### config.mk
export PLATFORM = sky130hd
export DESIGN_NAME = serial_frame_receiver_top
export DESIGN_NICKNAME = d
export VERILOG_FILES = /design/src/sfr_pkg.sv /design/src/serial_frame_receiver_top.sv /design/src/sfr_ram.sv
export VERILOG_INCLUDE_DIRS = /design/src /design/src/src
export SDC_FILE = /design/constraint.sdc
export NUM_CORES = 1
export LEC_CHECK = 0
export BUFFER_PORTS_ARGS = -buffer_cell sky130_fd_sc_hd__buf_2
export CORE_MARGIN = 4
export CORE_UTILIZATION = 35
export DETAILED_ROUTE_END_ITERATION = 8
export PLACE_DENSITY = 0.65
export SYNTH_ARGS = -nofsm -noshare
export SYNTH_HDL_FRONTEND = slang
export SYNTH_SLANG_ARGS = --single-unit
### constraint.sdc
create_clock -name clk -period 4.6 [get_ports clk]
set_input_delay 0.92 -clock clk [delete_from_list [all_inputs] [get_ports clk]]
set_output_delay 0.92 -clock clk [all_outputs]
set_load 0.02 [all_outputs]
### src/serial_frame_receiver_top_macros.svh
// Assertion macros shared by the frame receiver RTL.
`ifndef SERIAL_FRAME_RECEIVER_TOP_MACROS_SVH
`define SERIAL_FRAME_RECEIVER_TOP_MACROS_SVH
`ifndef SYNTHESIS
// Same-cycle implication, sampled on clk, off during reset.
`define SFR_ASSERT_NOW(label, ante, cons) \
  label: assert property (@(posedge clk) disable iff (rst) (ante) |-> (cons)) \
    else $error("frame receiver check failed");
// Next-cycle implication, sampled on clk, off during reset.
`define SFR_ASSERT_NEXT(label, ante, cons) \
  label: assert property (@(posedge clk) disable iff (rst) (ante) |=> (cons)) \
    else $error("frame receiver check failed");
`else
`define SFR_ASSERT_NOW(label, ante, cons)
`define SFR_ASSERT_NEXT(label, ante, cons)
`endif
`endif

### src/sfr_pkg.sv
// Constants and codes for the serial frame receiver.
package sfr_pkg;

  localparam int MAX_PAYLOAD = 32;
  localparam int LEN_W       = $clog2(MAX_PAYLOAD + 1);
  localparam int ADDR_W      = (MAX_PAYLOAD > 1) ? $clog2(MAX_PAYLOAD) : 1;

  localparam int BYTE_W      = 8;
  localparam int STATUS_W    = 2;
  localparam int FLEN_W      = 6;
  localparam int FIDX_W      = 5;

  localparam logic [BYTE_W-1:0] LEAD_BYTE_RESET = 8'd170;

  localparam int PHASE_W = 3;
  localparam logic [PHASE_W-1:0] PH_LEAD   = 3'd0;
  localparam logic [PHASE_W-1:0] PH_OPCODE = 3'd1;
  localparam logic [PHASE_W-1:0] PH_FLAG   = 3'd2;
  localparam logic [PHASE_W-1:0] PH_LEN    = 3'd3;
  localparam logic [PHASE_W-1:0] PH_DATA   = 3'd4;

  localparam logic [STATUS_W-1:0] ST_PENDING = 2'd0;
  localparam logic [STATUS_W-1:0] ST_DONE    = 2'd1;
  localparam logic [STATUS_W-1:0] ST_BADLEN  = 2'd2;

endpackage

### src/serial_frame_receiver_top.sv
// Serial frame receiver: parses lead/opcode/flag/length/payload frames byte by byte.
// One received byte is taken per request and every byte gives exactly one result request,
// in the cycle after acceptance, from an output register; a new byte is taken in every cycle
// while the result side keeps up (in_ready drops only while a result waits unread).
// The rate of one byte per cycle is set by the phase update on each accepted byte and at
// most one write per byte into the payload RAM (MAX_PAYLOAD bytes, one write port, no clear
// after reset, so the block is ready right out of reset). The lead byte value is written on
// the cfg channel, which is always ready; write it only while the block is idle.
module serial_frame_receiver_top (
  input  logic                            clk,
  input  logic                            rst,
  input  logic                            cfg_valid,
  output logic                            cfg_ready,
  input  logic [sfr_pkg::BYTE_W-1:0]      cfg_data,
  input  logic                            in_valid,
  output logic                            in_ready,
  input  logic [sfr_pkg::BYTE_W-1:0]      rx_byte,
  output logic                            out_valid,
  input  logic                            out_ready,
  output logic [sfr_pkg::STATUS_W-1:0]    status,
  output logic [sfr_pkg::BYTE_W-1:0]      frame_opcode,
  output logic [sfr_pkg::FLEN_W-1:0]      frame_length,
  output logic                            byte_valid,
  output logic [sfr_pkg::FIDX_W-1:0]      byte_index,
  output logic [sfr_pkg::BYTE_W-1:0]      byte_value
);
  import sfr_pkg::*;

  `include "serial_frame_receiver_top_macros.svh"

  logic [BYTE_W-1:0]   lead_byte;
  logic [PHASE_W-1:0]  phase, phase_next;
  logic [BYTE_W-1:0]   opcode_reg, opcode_reg_next;
  logic [LEN_W-1:0]    expected_len, expected_len_next;
  logic [LEN_W-1:0]    received_count, received_count_next;
  logic [LEN_W-1:0]    count_inc;
  logic [STATUS_W-1:0] st;
  logic                store;
  logic                accept;

  assign cfg_ready = 1'b1;
  assign in_ready  = !out_valid || out_ready;
  assign accept    = in_valid && in_ready;
  assign count_inc = received_count + LEN_W'(1);

  always_ff @(posedge clk) begin
    if (rst) begin
      lead_byte <= LEAD_BYTE_RESET;
    end else if (cfg_valid) begin
      lead_byte <= cfg_data;
    end
  end

  always_comb begin
    phase_next          = phase;
    opcode_reg_next     = opcode_reg;
    expected_len_next   = expected_len;
    received_count_next = received_count;
    st                  = ST_PENDING;
    store               = 1'b0;
    case (phase)
      PH_OPCODE: begin
        opcode_reg_next = rx_byte;
        phase_next      = PH_FLAG;
      end
      PH_FLAG: begin
        phase_next = (rx_byte != '0) ? PH_LEAD : PH_LEN;
      end
      PH_LEN: begin
        if (rx_byte > BYTE_W'(MAX_PAYLOAD)) begin
          phase_next = PH_LEAD;
          st         = ST_BADLEN;
        end else begin
          expected_len_next   = LEN_W'(rx_byte);
          received_count_next = '0;
          if (rx_byte == '0) begin
            phase_next = PH_LEAD;
            st         = ST_DONE;
          end else begin
            phase_next = PH_DATA;
          end
        end
      end
      PH_DATA: begin
        store               = 1'b1;
        received_count_next = count_inc;
        if (count_inc >= expected_len) begin
          phase_next = PH_LEAD;
          st         = ST_DONE;
        end
      end
      default: begin
        phase_next = (rx_byte == lead_byte) ? PH_OPCODE : PH_LEAD;
      end
    endcase
  end

  always_ff @(posedge clk) begin
    if (rst) begin
      phase          <= PH_LEAD;
      opcode_reg     <= '0;
      expected_len   <= '0;
      received_count <= '0;
    end else if (accept) begin
      phase          <= phase_next;
      opcode_reg     <= opcode_reg_next;
      expected_len   <= expected_len_next;
      received_count <= received_count_next;
    end
  end

  // payload buffer is write-only; the read port stays unused
  sfr_ram #(
    .WIDTH(BYTE_W),
    .DEPTH(MAX_PAYLOAD)
  ) u_payload (
    .clk     (clk),
    .we      (accept && store && (received_count < LEN_W'(MAX_PAYLOAD))),
    .wr_addr (ADDR_W'(received_count)),
    .wr_data (rx_byte),
    .rd_addr (ADDR_W'(received_count)),
    .rd_data ()
  );

  always_ff @(posedge clk) begin
    if (rst) begin
      out_valid <= 1'b0;
    end else if (accept) begin
      out_valid <= 1'b1;
    end else if (out_ready) begin
      out_valid <= 1'b0;
    end
  end

  always_ff @(posedge clk) begin
    if (accept) begin
      status       <= st;
      frame_opcode <= opcode_reg_next;
      frame_length <= FLEN_W'(expected_len_next);
      byte_valid   <= store;
      byte_index   <= store ? FIDX_W'(received_count) : '0;
      byte_value   <= store ? rx_byte : '0;
    end
  end

  `SFR_ASSERT_NOW(a_no_take_while_full, out_valid && !out_ready, !in_ready)
  `SFR_ASSERT_NOW(a_data_count_in_range, phase == PH_DATA,
                  (expected_len != '0) && (received_count < expected_len))
  `SFR_ASSERT_NOW(a_echo_not_badlen, out_valid && byte_valid, status != ST_BADLEN)
  `SFR_ASSERT_NEXT(a_badlen_resync,
                   accept && (phase == PH_LEN) && (rx_byte > BYTE_W'(MAX_PAYLOAD)),
                   out_valid && (status == ST_BADLEN) && (phase == PH_LEAD))

endmodule

### src/sfr_ram.sv
// Generic single-clock RAM, one write port, one registered read port.
module sfr_ram #(
  parameter int WIDTH = 8,
  parameter int DEPTH = 32,
  localparam int AW = (DEPTH > 1) ? $clog2(DEPTH) : 1
) (
  input  logic             clk,
  input  logic             we,
  input  logic [AW-1:0]    wr_addr,
  input  logic [WIDTH-1:0] wr_data,
  input  logic [AW-1:0]    rd_addr,
  output logic [WIDTH-1:0] rd_data
);

  logic [WIDTH-1:0] mem [DEPTH];

  always_ff @(posedge clk) begin
    if (we) begin
      mem[wr_addr] <= wr_data;
    end
    rd_data <= mem[rd_addr];
  end

endmodule
* After elaboration in Yosys (flattened, before gate mapping)
Cells that the tools add are included.
** Word-level totals
- Output and inout port bits :: 33
- Input bits :: 21
- Word-level logic and storage cells :: 49
- Register bits after elaboration :: 62
** Operators by class
- Add/sub/neg operators :: 1
- Muxes and demuxes :: 18
- Equal/unequal tests :: 7
- Reductions and logical operators :: 9
- Magnitude comparators :: 2
** Operator list (number)
- $mux 6 :: 3
- $pmux 3 s4 :: 1
- $pmux 6 s2 :: 1
- $mux 3 :: 3
- $eq 8x8->1 :: 1
- $gt 8x6->1 const B :: 1
- $logic_not 8->1 :: 1
- $mux 8 :: 1
- $reduce_bool 8->1 :: 1
- $add 6x1->6 const B :: 1
- $eq 3x2->1 const B :: 2
- $ge 6x6->1 :: 1
- $mux 1 :: 6
- $mux 2 :: 2
- $ne 2x2->1 const B :: 2
- $pmux 2 s2 :: 1
- $reduce_bool 2->1 :: 2
- $eq 3x1->1 const B :: 1
- $eq 3x3->1 const B :: 1
- $reduce_and 3->1 :: 1
- $reduce_and 2->1 :: 1
- $logic_and 1x1->1 :: 1
- $logic_not 1->1 :: 1
- $logic_or 1x1->1 :: 1

* Logic depth before layout (Yosys ltp)
Gate-level depths: netlist (run 1).
- Word-level depth :: 4
- Mapped depth :: 10

* Worst setup path after synthesis (run 1)
Ideal clock, no wire load.
- Path kind :: input to register
- Start :: input out_ready
- End :: register byte_index[0] (netlist name) (enable)
- Data required time :: 4.224 ns
- Setup time :: 0.376 ns
- Stages :: 4
- Data arrival time :: 2.082 ns
- Slack :: 2.142 ns
- Cells stage by stage :: nand2b_1 > nand2_1 > inv_1 > buf_2
** On the way
- Cells in the longest elaborated chain, start to end :: 2
** Ends and longest elaborated chain
- start, declared :: RTL line serial_frame_receiver_top.sv:19 : input logic out_ready,
- $logic_or 1x1->1 :: RTL line serial_frame_receiver_top.sv:42 : assign in_ready = !out_valid || out_ready;
- $logic_and 1x1->1 :: RTL line serial_frame_receiver_top.sv:43 : assign accept = in_valid && in_ready;
- net accept :: RTL line serial_frame_receiver_top.sv:39 : logic accept;
- end signal, assigned :: RTL line serial_frame_receiver_top.sv:141 : byte_index <= store ? FIDX_W'(received_count) : '0;
- end, declared :: RTL line serial_frame_receiver_top.sv:24 : output logic [sfr_pkg::FIDX_W-1:0] byte_index,
The timed path passes the listed nets, and every way through them passes these cells.
A chain may end at the register's enable or synchronous reset.

* Worst setup path after layout (run 1)
- Start :: input out_ready
- End :: register frame_opcode[2] (netlist name) (enable)
** On the way
- Cells in the longest elaborated chain, start to end :: 2
** Ends and longest elaborated chain
- $logic_or 1x1->1 :: RTL line serial_frame_receiver_top.sv:42
- $logic_and 1x1->1 :: RTL line serial_frame_receiver_top.sv:43
- end signal, assigned :: RTL line serial_frame_receiver_top.sv:138 : frame_opcode <= opcode_reg_next;
- end, declared :: RTL line serial_frame_receiver_top.sv:21 : output logic [sfr_pkg::BYTE_W-1:0] frame_opcode,
No other way between the ends.

==> results.md, run 1 <==
- In the final design database the tool counted 335 nets.
- The finished layout holds 414 standard cells, fillers aside.
- Counting flops with an async set or reset pin after synthesis yields a share of 0.
- The most used flip-flop cell after synthesis is sky130_fd_sc_hd__dfxtp_1.
- Clock skew on the completed layout was measured at 7.74 ps.
- Dividing the detail-routed wire length by the instance count gives approximately 14 µm.
- Each instance of the synthesized netlist takes up on average 10.9 µm².
- The worst setup path is captured at a register.
- Counting the buffers created by CTS gives 9.
- The count of TritonRoute iterations in the first routing pass is 5.
- The buffer and inverter count on the worst path is 3.
- 0 antenna diodes ended up in the layout.
- For this design the top-level I/O count stands at 54.
- The power per cell area is between 300 and 400 nW/µm².
- The master of the slowest instance on the critical path is sky130_fd_sc_hd__inv_1.
- The chip height is 96.9 µm.
- The number of setup violations in the final report is 0.
- Routability-driven placement finished with a final weighted congestion of between 0.8 and 0.9.
- The routed design could run at a clock period as short as 2740 ps.
- The root buffer cell is sky130_fd_sc_hd__clkbuf_8.
- The worst setup path is launched from a primary input.
- The post-synth design cell area is 2770 µm².
- The maximum clock rate is 0.364 GHz.
- For this run, the total global-route usage over all layers was measured as 0.132.
- The number of global-route vias before repair is 2020.
- The largest net degree at the start of global routing is 33.
- The total nets after synthesis is around 280.
- The cell family contributing the most delay on the critical path is buffers and inverters.
- The number of H-tree branching levels is 3.
- After detailed placement, the design holds a cell count of approximately 400.
- The worst pin sits at a relative slew slack of 0.448.
- Of the available clock period, the critical path in the final layout requires 0.596.
- Setup total negative slack on the finished layout was measured at 0 ps.
- The via total after detailed routing is 1994.
- The global-route wire length before repair is 9910 µm.
- The max-capacitance violation count is 0.
- The detailed router finished its first iteration with 83 violations.
- The clock reaches the later pin of the worst-skew pair after 330 ps.
- In this run, synthesis inferred 30 flip-flops with an integrated enable.
- The placement row count is 32.
- The area of the die is 9390 µm².
- The post-detailed-route via-to-cell ratio is 4.82.
- The required arrival time at the worst endpoint is 4610 ps.
- The run finished with clean final reports.
- The residual DRC count is 0.
- In this design, the stage delay of the slowest critical-path cell is 800 ps.
- Registers take 1540 µm².
- The number of hold violations in the final report is 0.
- Gates resized during post-CTS repair numbered 0.
- The number of max-slew violations in the final report is 0.
- For the pin with the worst max-slew slack, the measured transition is 827 ps.
- The share of the Yosys chip area taken by registers is 0.557.
- The number of storage elements in the synthesis netlist is just over 60.
- The die is about 97 µm wide.
- The signal on the critical path passes through buf_2, nand2b_1, nand2_1, inv_1, buf_4.
- The tightest min-delay check is of the register to register type.
- The area added between synthesis and finish is 19.4%.
- After detailed routing, the total wire length is 5950 µm.
- The number of instances in the synthesized netlist is 254.
- The number of clock sinks is 62.
- The count of synthesis-stage warnings from yosys is 0.
- The initial antenna violation count is 0.
- Setup repair after global routing left no endpoint under its margin.
- Global routing finished with a remaining overflow of 0.
- The detailed placement HPWL is 4130 µm.
- Counting distinct cell types in the post-synthesis netlist gives 43.
- The highest fanout seen on the critical path is 22.
- The clock transition time at the flip-flop clock pins of the worst setup and hold paths is 60 ps.
- The number of buffers between clock root and the deepest sink is 2.
- After filler insertion, the fill cell instance count of the layout stands at 764.
- TritonCTS built the clock tree.
- Port buffering added 52 buffers.
- Once detail routing completed, the nets flagged for antenna violations numbered 0.
- Of the cells placed in the final design, the portion with a size suffix greater than 1 is 0.260.
- In the final layout, the multi-input gates occupy 1150 µm².
- The area of the core is 7730 µm².
- The worst-case IR drop observed on VDD is 0.000163 V.
- The number of post-CTS setup repair buffers is 0.
- The hold buffer count at cts is 0.
- The leakage power of the design is 1.33 nW.
- The critical path arrival is 2750 ps.
- The effective utilization at floorplan is 0.358.
- The critical path start-end classification is primary input to register.
## where the power goes
part / internal [mW] / leakage (nW) / total (mW) / switching (mW)
clock: 0.256 / 0.0970 / 0.445 / 0.189
sequential: 0.601 / 0.564 / 0.609 / 0.00811
combinational: 0.0340 / 0.671 / 0.101 / 0.0672
total: 0.890 / 1.33 / 1.15 / 0.264
## worst reg2reg max path, delay by kind of cell, from the launching register on
kind	cells	cell delay, ps
AO/OA/AOI/OAI	4	670
AND/OR/NAND/NOR	3	550
XOR/XNOR	1	260
flip-flops	1	490
adder cells (fa/ha/maj)	1	310
## final timing paths
kind,start,endpoint,slack (ps),cells past startpoint
min,opcode_reg[3],opcode_reg[3],450,2
min reg2reg,opcode_reg[3],opcode_reg[3],450,2
max reg2reg,received_count[2],phase[2],2200,9
max,out_ready,frame_opcode[2],1860,5
## metal layers
metal  global-route usage  vias up  wire length, µm
met4               0.0518        0               87
met2                0.214       60             2770
met5                    0        -                0
li1                     -     1001                -
met3               0.0360        8              347
met1                0.166      925             2740
## through the flow
| step | setup WS [ps] | power [mW] | utilization | area (µm²) | hold WS, ps |
|---|---|---|---|---|---|
| CTS | 1870 | 1.17 | 0.428 | 3300 | 455 |
| global route | 1640 | 1.20 | 0.428 | 3300 | 480 |
| global placement | 1560 | 0.721 | 0.403 | 3110 | 439 |
| detailed placement | 1510 | 0.723 | 0.403 | 3110 | 446 |
| floorplan | 2140 | 0.682 | - | 2770 | 434 |
| finish | 1860 | 1.15 | 0.428 | 3300 | 453 |
## cell usage after synthesis (2+ instances only)
cell                        n  area (µm²)
sky130_fd_sc_hd__nor2_1    16        60.1
sky130_fd_sc_hd__a21oi_1   20         100
sky130_fd_sc_hd__nand2_1   30         113
sky130_fd_sc_hd__nand3_1    7        35.0
sky130_fd_sc_hd__nand2b_1   2        12.5
sky130_fd_sc_hd__a22oi_1    3        22.5
sky130_fd_sc_hd__o21ai_0    8        40.0
sky130_fd_sc_hd__and2_1    13        81.3
sky130_fd_sc_hd__inv_1      8        30.0
sky130_fd_sc_hd__dfxtp_1   32         641
sky130_fd_sc_hd__xnor2_1    2        17.5
sky130_fd_sc_hd__xor2_1    11        96.3
sky130_fd_sc_hd__nor3_1     2        10.0
sky130_fd_sc_hd__nor2b_1    6        37.5
sky130_fd_sc_hd__edfxtp_1  30         901
sky130_fd_sc_hd__nand3b_1   2        15.0
sky130_fd_sc_hd__nor4_1     3        18.8
sky130_fd_sc_hd__buf_2      3        15.0
sky130_fd_sc_hd__mux2_2     8        90.1
sky130_fd_sc_hd__ha_1       7        87.6
sky130_fd_sc_hd__clkbuf_1   7        26.3
sky130_fd_sc_hd__a211o_1    4        35.0
sky130_fd_sc_hd__mux2i_1   10         100
## final cells by class
type / count / share of cell area
Sequential cell: 62 / 0.466
Multi-Input combinational cell: 173 / 0.347
Timing Repair Buffer: 53 / 0.0810
Clock buffer: 16 / 0.0576
Tap cell: 102 / 0.0386
Inverter: 8 / 0.00909
## layout by cell type, fill, tap and decap left out, types with 2 or more instances in the layout
| master | count |
|---|---|
| sky130_fd_sc_hd__buf_2 | 52 |
| sky130_fd_sc_hd__a211o_1 | 4 |
| sky130_fd_sc_hd__xor2_1 | 11 |
| sky130_fd_sc_hd__a22oi_1 | 3 |
| sky130_fd_sc_hd__nor2b_1 | 6 |
| sky130_fd_sc_hd__nand2_1 | 30 |
| sky130_fd_sc_hd__ha_1 | 7 |
| sky130_fd_sc_hd__clkbuf_1 | 3 |
| sky130_fd_sc_hd__mux2i_1 | 10 |
| sky130_fd_sc_hd__nor3_1 | 2 |
| sky130_fd_sc_hd__nor4_1 | 3 |
| sky130_fd_sc_hd__edfxtp_1 | 30 |
| sky130_fd_sc_hd__nand2b_1 | 2 |
| sky130_fd_sc_hd__xnor2_1 | 2 |
| sky130_fd_sc_hd__dfxtp_1 | 32 |
| sky130_fd_sc_hd__nand3_1 | 7 |
| sky130_fd_sc_hd__nor2_1 | 16 |
| sky130_fd_sc_hd__inv_1 | 8 |
| sky130_fd_sc_hd__a21oi_1 | 20 |
| sky130_fd_sc_hd__and2_1 | 13 |
| sky130_fd_sc_hd__clkbuf_8 | 13 |
| sky130_fd_sc_hd__mux2_2 | 8 |
| sky130_fd_sc_hd__nand3b_1 | 2 |
| sky130_fd_sc_hd__o21ai_0 | 8 |
## cell families after synthesis
family                     count (synthesis)  synth area share
muxes                                     18            0.0687
and+or+nand+nor                           89             0.167
adders and majority gates                  7            0.0316
xor gates and xnor gates                  13            0.0411
other                                      1           0.00135
buffers and inverters                     19            0.0285
DFF                                       62             0.557
AOI/OAI and AO/OA                         45             0.104
(Power assumes the default switching activity.)
==> run 2, diff against run 1 <==
Clock period 4.6 ns to 2.8 ns, I/O delays scaled along.
==> run 2 against run 1 <==
Final cell count is 0.48% higher. Via count rose by 0.75%. Sequential share of layout area shrank 0.70 points. Flip-flop and latch count did not move. Non-clock buffer count rose by 2. First-iteration DRC count down 11%. Combinational power is 66% higher. Routed wire length shrank 0.10%. Worst setup slack got worse by 1300 ps. Design area rose by 1.5%. Clock power rose by 98%. Clock skew up 1.2 ps. Critical path type is now register to register. Largest power group unchanged.
==> results.md, run 2 (synthesis results as in run 1) <==
- The flow ran to the end, and the final reports show no timing, DRC or antenna violations.
- The hold buffer count at cts is 0.
- Across the run, the number of max-cap violations was 0.
- The footprint of the flip-flops and latches is around 1500 µm².
- The power per cell area is 611 nW/µm².
- The placement row count is 32.
- The setup total negative slack is 0 ps.
- The post-route worst setup slack is 512 ps.
- The via total after detailed routing is 2009.
- Counting the fill cells in the layout gives 758.
- Clock tree synthesis found a total of 62 sinks.
- Clock tree synthesis selected as its root buffer the cell sky130_fd_sc_hd__clkbuf_8.
- Setup repair after global routing left no endpoint under its margin.
- The part of the total power dissipated in the clock network is 0.430.
- The chip height is 96.9 µm.
- The number of H-tree branching levels is 3.
- The number of max-slew violations in the final report is 0.
- The pin slew with the least headroom to its limit is 727 ps.
- The critical path ends at phase[2].
- The critical path is of the register to register type.
- The HPWL after detailed placement is 4220 µm.
- The share of final-layout standard cells stronger than drive strength 1 is 0.271.
- The floorplan step defined a die boundary enclosing 9390 µm².
- The initial utilization of the core area, before any placement, comes to 0.358.
- The category of the worst setup path launch point is a register.
- The internal power of the cells totals 1.59 mW.
- The number of clock buffers inserted by TritonCTS is 9.
- Prior to clock tree synthesis, the placed netlist has a worst setup slack of roughly 500 ps.
- The congestion estimate from routability-driven global placement came to 0.837.
- The I/O pin count is 54.
- The residual DRC count is 0.
- The total number of nets in the final design is 337.
- The count of input and output buffers is 52.
- The aggregate global-route resource usage is 0.134.
- STA classifies the critical path endpoint as a register.
- The switching power total is 0.457 mW.
- The area of placed instances is 3130 µm².
- The capture instance of the worst register-to-register path is phase[2].
- Of all nets on the critical path, the largest fanout is 8.
- Static timing analysis puts the maximum clock frequency at ~0.44 GHz.
- The number of global-route vias before repair came to 1962.
- In this run, post-CTS repair resized a total of 0 instances.
- The CTS tree is yes.
- Leaving out fill and tap cells, the most frequent cell in the layout is sky130_fd_sc_hd__buf_2.
- The multi-input combinational cells in the finished layout cover a total of 1150 µm².
- Setup violations remaining at the end of the flow were counted as 0.
- The DRC marker count from the first detailed-route iteration is 74.
- The design area is 3350 µm².
- The depth of the worst register-to-register path is 9.
- The antenna diode count is 0.
- The remaining number of nets flagged by the antenna check after routing is 0.
- The min-delay analysis places its worst path in the category primary input to register.
- The initial antenna violation count came to 0.
- The global-route wire length before repair is 9800 µm.
- The count of TritonRoute iterations in the first routing pass is 4.
- The worst pin sits at a relative slew slack of 0.513.
- The critical path startpoint is received_count[2].
- The post-detailed-route via-to-cell ratio is 4.83.
- The worst hold margin is 417 ps.
- For this design the static power due to leakage is 1.36 nW.
- The number of post-CTS setup repair buffers is 0.
- The clock arrives with 8.98 ps of skew.
- In the finished design, the share of the clock period the worst path needs comes to 0.817.
- After floorplanning, the core was sized to cover 7730 µm².
- For the worst setup path, the data required time is approximately 3000 ps.
- Wires add up to 5940 µm.
- Summed over all layers, the global routing overflow is 0.
- The fraction of power consumed by sequential logic is 0.488.
- The worst-case IR drop observed on VDD is 0.000261 V.
- Of the total power, the share spent switching nets is 0.223.
- After detailed routing, the average wire length per cell comes to 14.3 µm.
- In this run the register-to-register setup slack is 510 ps.
- The worst register-to-register path begins at received_count[2].
- The clock period could shrink to 2290 ps.
- In the layout the commonest cells are 52 x sky130_fd_sc_hd__buf_2, 32 x sky130_fd_sc_hd__dfxtp_1, 30 x sky130_fd_sc_hd__nand2_1, 30 x sky130_fd_sc_hd__edfxtp_1, 20 x sky130_fd_sc_hd__a21oi_1.
- The number of hold violations in the final report is 0.
- The combinational cell fraction of total power is 0.082.
- After clock tree synthesis, the clock-pin slew on the worst setup and hold paths is around 70 ps.
- The number of buffers between clock root and the deepest sink is 2.
- The worst-skew pair later-pin latency is 350 ps.
- The critical path arrival is 2500 ps.
- The x dimension of the die is 96.9 µm.
- The largest net degree at the start of global routing is 33.
- Compared with the post-synthesis result, the final layout area differs by 21.2%.
run 2: cell count changes in the layout (fill, tap and decap cells not counted):
cell / previous run / this run
sky130_fd_sc_hd__buf_4: 1 / 3
sky130_fd_sc_hd__bufinv_16: 0 / 2
sky130_fd_sc_hd__clkbuf_8: 13 / 11
sky130_fd_sc_hd__clkinv_2: 0 / 2
sky130_fd_sc_hd__clkbuf_1: 3 / 1
run 2: per-stage QoR:
stage	cells	util	total power, mW
global placement	400	0.405	1.19
floorplan	254	-	1.12
CTS	416	0.434	2.08
global route	416	0.434	2.13
finish	416	0.434	2.05
detailed placement	400	0.405	1.19
run 2: how the worst min path moves through the flow:
stage	slack (ps)	endpoint	start	depth (start not counted)
after floorplan	430	opcode_reg[0]	opcode_reg[0]	2
after global placement	440	opcode_reg[1]	opcode_reg[1]	2
after detailed placement	440	opcode_reg[6]	opcode_reg[6]	2
after CTS	410	lead_byte[5]	cfg_data[5]	2
after global routing	410	lead_byte[1]	cfg_data[1]	2
final	420	lead_byte[5]	cfg_data[5]	2
run 2: metal layers:
layer	GRT usage	share of wire	vias to the layer above
li1	-	-	1007
met1	0.168	0.45	931
met2	0.210	0.47	58
met3	0.0447	0.060	13
met4	0.0594	0.021	0
met5	0	0	-
run 2: power by group through the flow:
stage	sequential (mW)	clock (mW)	combinational, mW
after floorplan	1.05	0	0.0715
after global placement	1.02	0	0.170
after detailed placement	1.02	0	0.171
after CTS	1.00	0.904	0.171
after global routing	1.00	0.944	0.183
final	1.00	0.880	0.168
run 2: final cells by class:
type | instances | share of cell area
clock inverter | 4 | 0.0209
timing repair buffer | 55 | 0.0843
clock buffer | 12 | 0.0463
tap | 102 | 0.0380
sequential | 62 | 0.460
multi-input combinational | 173 | 0.342
inverter | 8 | 0.00895
run 2: critical path, cell delays in order (launching register included):
cell                       delay (ps)
sky130_fd_sc_hd__dfxtp_1          470
sky130_fd_sc_hd__nand3_1          200
sky130_fd_sc_hd__nor2_1           180
sky130_fd_sc_hd__xor2_1           240
sky130_fd_sc_hd__ha_1             300
sky130_fd_sc_hd__a21oi_1          190
sky130_fd_sc_hd__o211a_1          170
sky130_fd_sc_hd__o21a_1           190
sky130_fd_sc_hd__nand4b_1         140
sky130_fd_sc_hd__a21oi_1           70
==> run 3, diff against run 2 <==
Settings changed: ABC_AREA set to 1, PLACE_DENSITY 0.65 to 0.66.
Clock period 2.8 ns to 2 ns, I/O delays scaled along.
==> run 3 against run 2 <==
Synthesized cell count rose by 46%. Die area rose by 5.4%. Register-to-register slack got worse by 470 ps. Worst hold slack got worse by 150 ps. Worst setup slack got worse by 470 ps. Routed wire length rose by 8.9%. Sequential power rose by 47%. Critical path type unchanged. Critical endpoint is now phase[0]. Largest cell class unchanged.
==> results.md, run 3 <==
- STA puts the critical path data required time at 2240 ps.
- Measured along the y axis, the die boundary spans 99.5 µm.
- The initial antenna violation count was 0.
- The share of synthesized area spent on multiplexers is 0.
- Yosys mapped a number of flops with a built-in enable equal to 30.
- After detailed routing, the number of remaining DRC violations is 0.
- The effective utilization at floorplan is 0.359.
- The worst setup path is captured at a register.
- The classification of the worst-slack hold path is primary input to register.
- Of the total power, the share spent switching nets is 0.270.
- The area of the die is 9900 µm².
- Of the total power, combinational logic draws 0.159.
- The x dimension of the die is 99.5 µm.
- The number of H-tree branching levels is 3.
- Routability-driven placement finished with a final weighted congestion of 0.857.
- Dividing total power by cell area gives a power density of 839 nW/µm².
- For this run, the number of standard cells in the final layout without fillers is 540.
- After detailed routing, the total wire length is approximately 6500 µm.
- The post-synthesis adder-cell area fraction is 0.0299.
- The root buffer cell is sky130_fd_sc_hd__clkbuf_8.
- The antenna diode count is 0.
- In this run the count of I/O pins placed on the die edge is 54.
- The analysis attributes to cell leakage a power of between 1.5 and 2 nW.
- The filler cells instantiated in the layout total around 800.
- By area the synthesized netlist is led by sky130_fd_sc_hd__edfxtp_1 31%, sky130_fd_sc_hd__dfxtp_1 22%, sky130_fd_sc_hd__nand2_1 10%.
- TritonCTS built the clock tree.
- The placed instances occupy a cell area of 3340 µm².
- The pre-antenna-repair detailed-routing pass consisted of 4 iterations.
- The number of nets in the synthesized netlist is 398.
- The footprint of the flip-flops and latches is 1550 µm².
- The per-cell routed wire length is ~12 µm.
- In the global route stage, met3 resource usage came out at 0.0407.
- The longest clock path from root to sink contains 2 buffers.
- The fraction of power consumed by sequential logic is 0.488.
- The share of the synthesized area in the top cell type is 0.307.
- The most used flip-flop cell after synthesis is sky130_fd_sc_hd__dfxtp_1.
- The largest net degree at the start of global routing is 26.
- The post-route worst setup slack is 40.6 ps.
- Max-cap violations in this run came to 0.
- For the final database, setup skew stands at 4.53 ps.
- The share of synthesized cell area in and, or, nand and nor gates is 0.253.
- The part of the total power dissipated in the clock network is 0.352.
- TritonCTS created 9 clock buffers.
- The via total after detailed routing is 2485.
- After routing the design area is 3600 µm².
- Setup violations remaining at the end of the flow were counted as 0.
- The share of synthesized registers carrying an async set or reset is 0.
- The pre-CTS setup slack is -56.9 ps.
- The number of hold violations in the final report came to 0.
- The fraction of synthesized cell area in xor and xnor cells is 0.0149.
- The initialized floorplan defines 33 standard-cell rows.
- The number of instances in the synthesized netlist is 370.
- Of the cells placed in the final design, the portion with a size suffix greater than 1 is 0.223.
- The total congestion overflow after global routing is 0.
- During placement, the flow inserted port buffers numbering 52.
- The Yosys step of the flow raised 0 warnings.
- The internal portion of total power is 2.20 mW.
- For the worst-skew pair, the clock arrives at the later sink with an insertion delay of 340 ps.
- The share of the cycle needed by the critical path after routing is 0.980.
- The routing usage on met1 is 0.167.
- The multi-input combinational cell area is 1170 µm².
- From synthesis to final layout, the design area changed by 22.7%.
- The remaining number of nets flagged by the antenna check after routing is 0.
- The number of max-slew violations in the final report is 0.
- The maximum clock rate is 0.510 GHz.
- The number of placed instances, taps included, is ~520.
- CTS saw between 60 and 70 sinks.
- The highest-utilization routing layer at the global route stage is met2.
- The largest area contributor in the netlist is sky130_fd_sc_hd__edfxtp_1.
- The critical path start-end classification is register to register.
- A synthesized cell averages 7.92 µm².
- The first routing iteration left 76 violations.
- The post-synth design cell area is between 2000 and 3000 µm².
- The dominant combinational cell family by area after synthesis is simple AND/OR/NAND/NOR gates.
- The number of storage elements in the synthesis netlist is 62.
- The largest voltage drop on the vdd net is between 0.0002 and 0.0003 V.
- The switching power total is between 0.8 and 0.9 mW.
- Buffers inserted to repair hold after CTS numbered 0.
- The detailed placement HPWL is 4720 µm.
- The commonest cells after synthesis are 78 x sky130_fd_sc_hd__nand2_1, 65 x sky130_fd_sc_hd__nor2_1, 58 x sky130_fd_sc_hd__inv_1.
- The number of global-route vias before repair is 2257.
- In the final timing run, aggregate negative setup slack is 0 ps.
- Once the clock tree was built, the setup fixing pass inserted 0 buffers.
- The most common cell in the synthesized netlist is sky130_fd_sc_hd__nand2_1.
- In the layout the commonest cells are 76 x sky130_fd_sc_hd__nand2_1, 64 x sky130_fd_sc_hd__nor2_1, 58 x sky130_fd_sc_hd__inv_1.
- The first global-routing pass estimated about 10000 µm of wire.
- The met2 demand-to-capacity share in global routing is 0.208.
- In this run the worst path has a maximum fanout of 3.
- The area of the core is 8180 µm².
- The share of the synthesized area in compound gates (AO/OA/AOI/OAI) was 0.0794.
- Data on the critical path arrives at its endpoint at 2200 ps.
- The category of the worst setup path launch point is a register.
- The clock transition time at the flip-flop clock pins of the worst setup and hold paths is 60 ps.
- The final critical-path required period is 1960 ps.
- The post-synthesis sequential area ratio is 0.526.
- The commonest non-fill, non-tap cell in the layout is sky130_fd_sc_hd__nand2_1.
- Overall power consumption after layout is estimated at 3.02 mW.
- For this run, the total global-route usage over all layers was measured as 0.133.
- The run finished with clean final reports.
- The post-detailed-route via-to-cell ratio is 4.60.
- The total number of nets in the final design is 458.
- The netlist uses 27 different library cells.
-- run 3: changes by cell type in the layout (fill, tap and decap cells not counted), sizes merged, moves of 6 or more --
cell   before  now
nor2       16   65
a21oi      21   15
mux2        8    0
and2       13    1
xor2       11    1
nand2      30   82
nand3       7   28
inv         8   61
nor2b       6    0
o21ai       8   28
mux2i      10    0
-- run 3: cell type report --
type | instances | area share
well taps | 105 | 0.0365
multi-input cells | 237 | 0.325
repair buffers | 59 | 0.0904
clock buffers | 12 | 0.0403
flip-flops and latches | 62 | 0.431
clock inverters | 4 | 0.0129
inverters | 61 | 0.0637
-- run 3: path summary, 6_finish.rpt --
kind / startpoint / endpoint / slack (ps) / cells after the start
max reg2reg: received_count[2] / phase[0] / 40 / 14
min: cfg_data[3] / lead_byte[3] / 270 / 3
max: received_count[2] / phase[0] / 40 / 14
min reg2reg: lead_byte[0] / lead_byte[0] / 490 / 2
-- run 3: repair_timing --
action / 4_1_cts / 5_1_grt
hold endpoints to repair: 0 / 0
gates resized for setup: 3 / 15
gates cloned: 0 / 0
endpoints found under the setup margin: 3 / 4
pin swaps: 0 / 3
-- run 3: cells by family after synthesis --
logic type / count (synthesis)
adders and majority gates: 7
other: 1
buffers and inverters: 71
and+or+nand+nor: 179
AOI/OAI and AO/OA: 45
DFF: 62
xor gates and xnor gates: 5
-- run 3: power groups by stage --
stage	Clock, mW	Sequential, mW	Combinational [mW]
floorplan	0	1.56	0.259
detailed placement	0	1.50	0.467
finish	1.06	1.47	0.481
CTS	1.09	1.47	0.472
global placement	0	1.50	0.455
global route	1.16	1.48	0.539
-- run 3: worst max-delay path, cell delays in order, from the launching register on --
cell	delay (ps)
sky130_fd_sc_hd__dfxtp_1	390
sky130_fd_sc_hd__nand3_4	90
sky130_fd_sc_hd__nand2_1	70
sky130_fd_sc_hd__inv_1	40
sky130_fd_sc_hd__or2_2	290
sky130_fd_sc_hd__inv_1	60
sky130_fd_sc_hd__ha_1	230
sky130_fd_sc_hd__nand2_1	70
sky130_fd_sc_hd__nand2_1	70
sky130_fd_sc_hd__a21oi_2	200
sky130_fd_sc_hd__nand3_2	130
sky130_fd_sc_hd__nand2_2	90
sky130_fd_sc_hd__nand2_1	50
sky130_fd_sc_hd__nand2_1	50
sky130_fd_sc_hd__nor2_1	50
-- run 3: metrics by stage --
stage          hold slack, ps   util
5_1_grt                   277  0.440
3_3_place_gp              463  0.408
4_1_cts                   252  0.432
3_5_place_dp              477  0.408
2_1_floorplan             448      -
6_report                  267  0.440
-- run 3: metal layers --
metal	vias to the layer above	wire length, µm
met2	73	3010
met4	0	167
met3	15	399
met5	-	0
met1	1113	2890
li1	1284	-
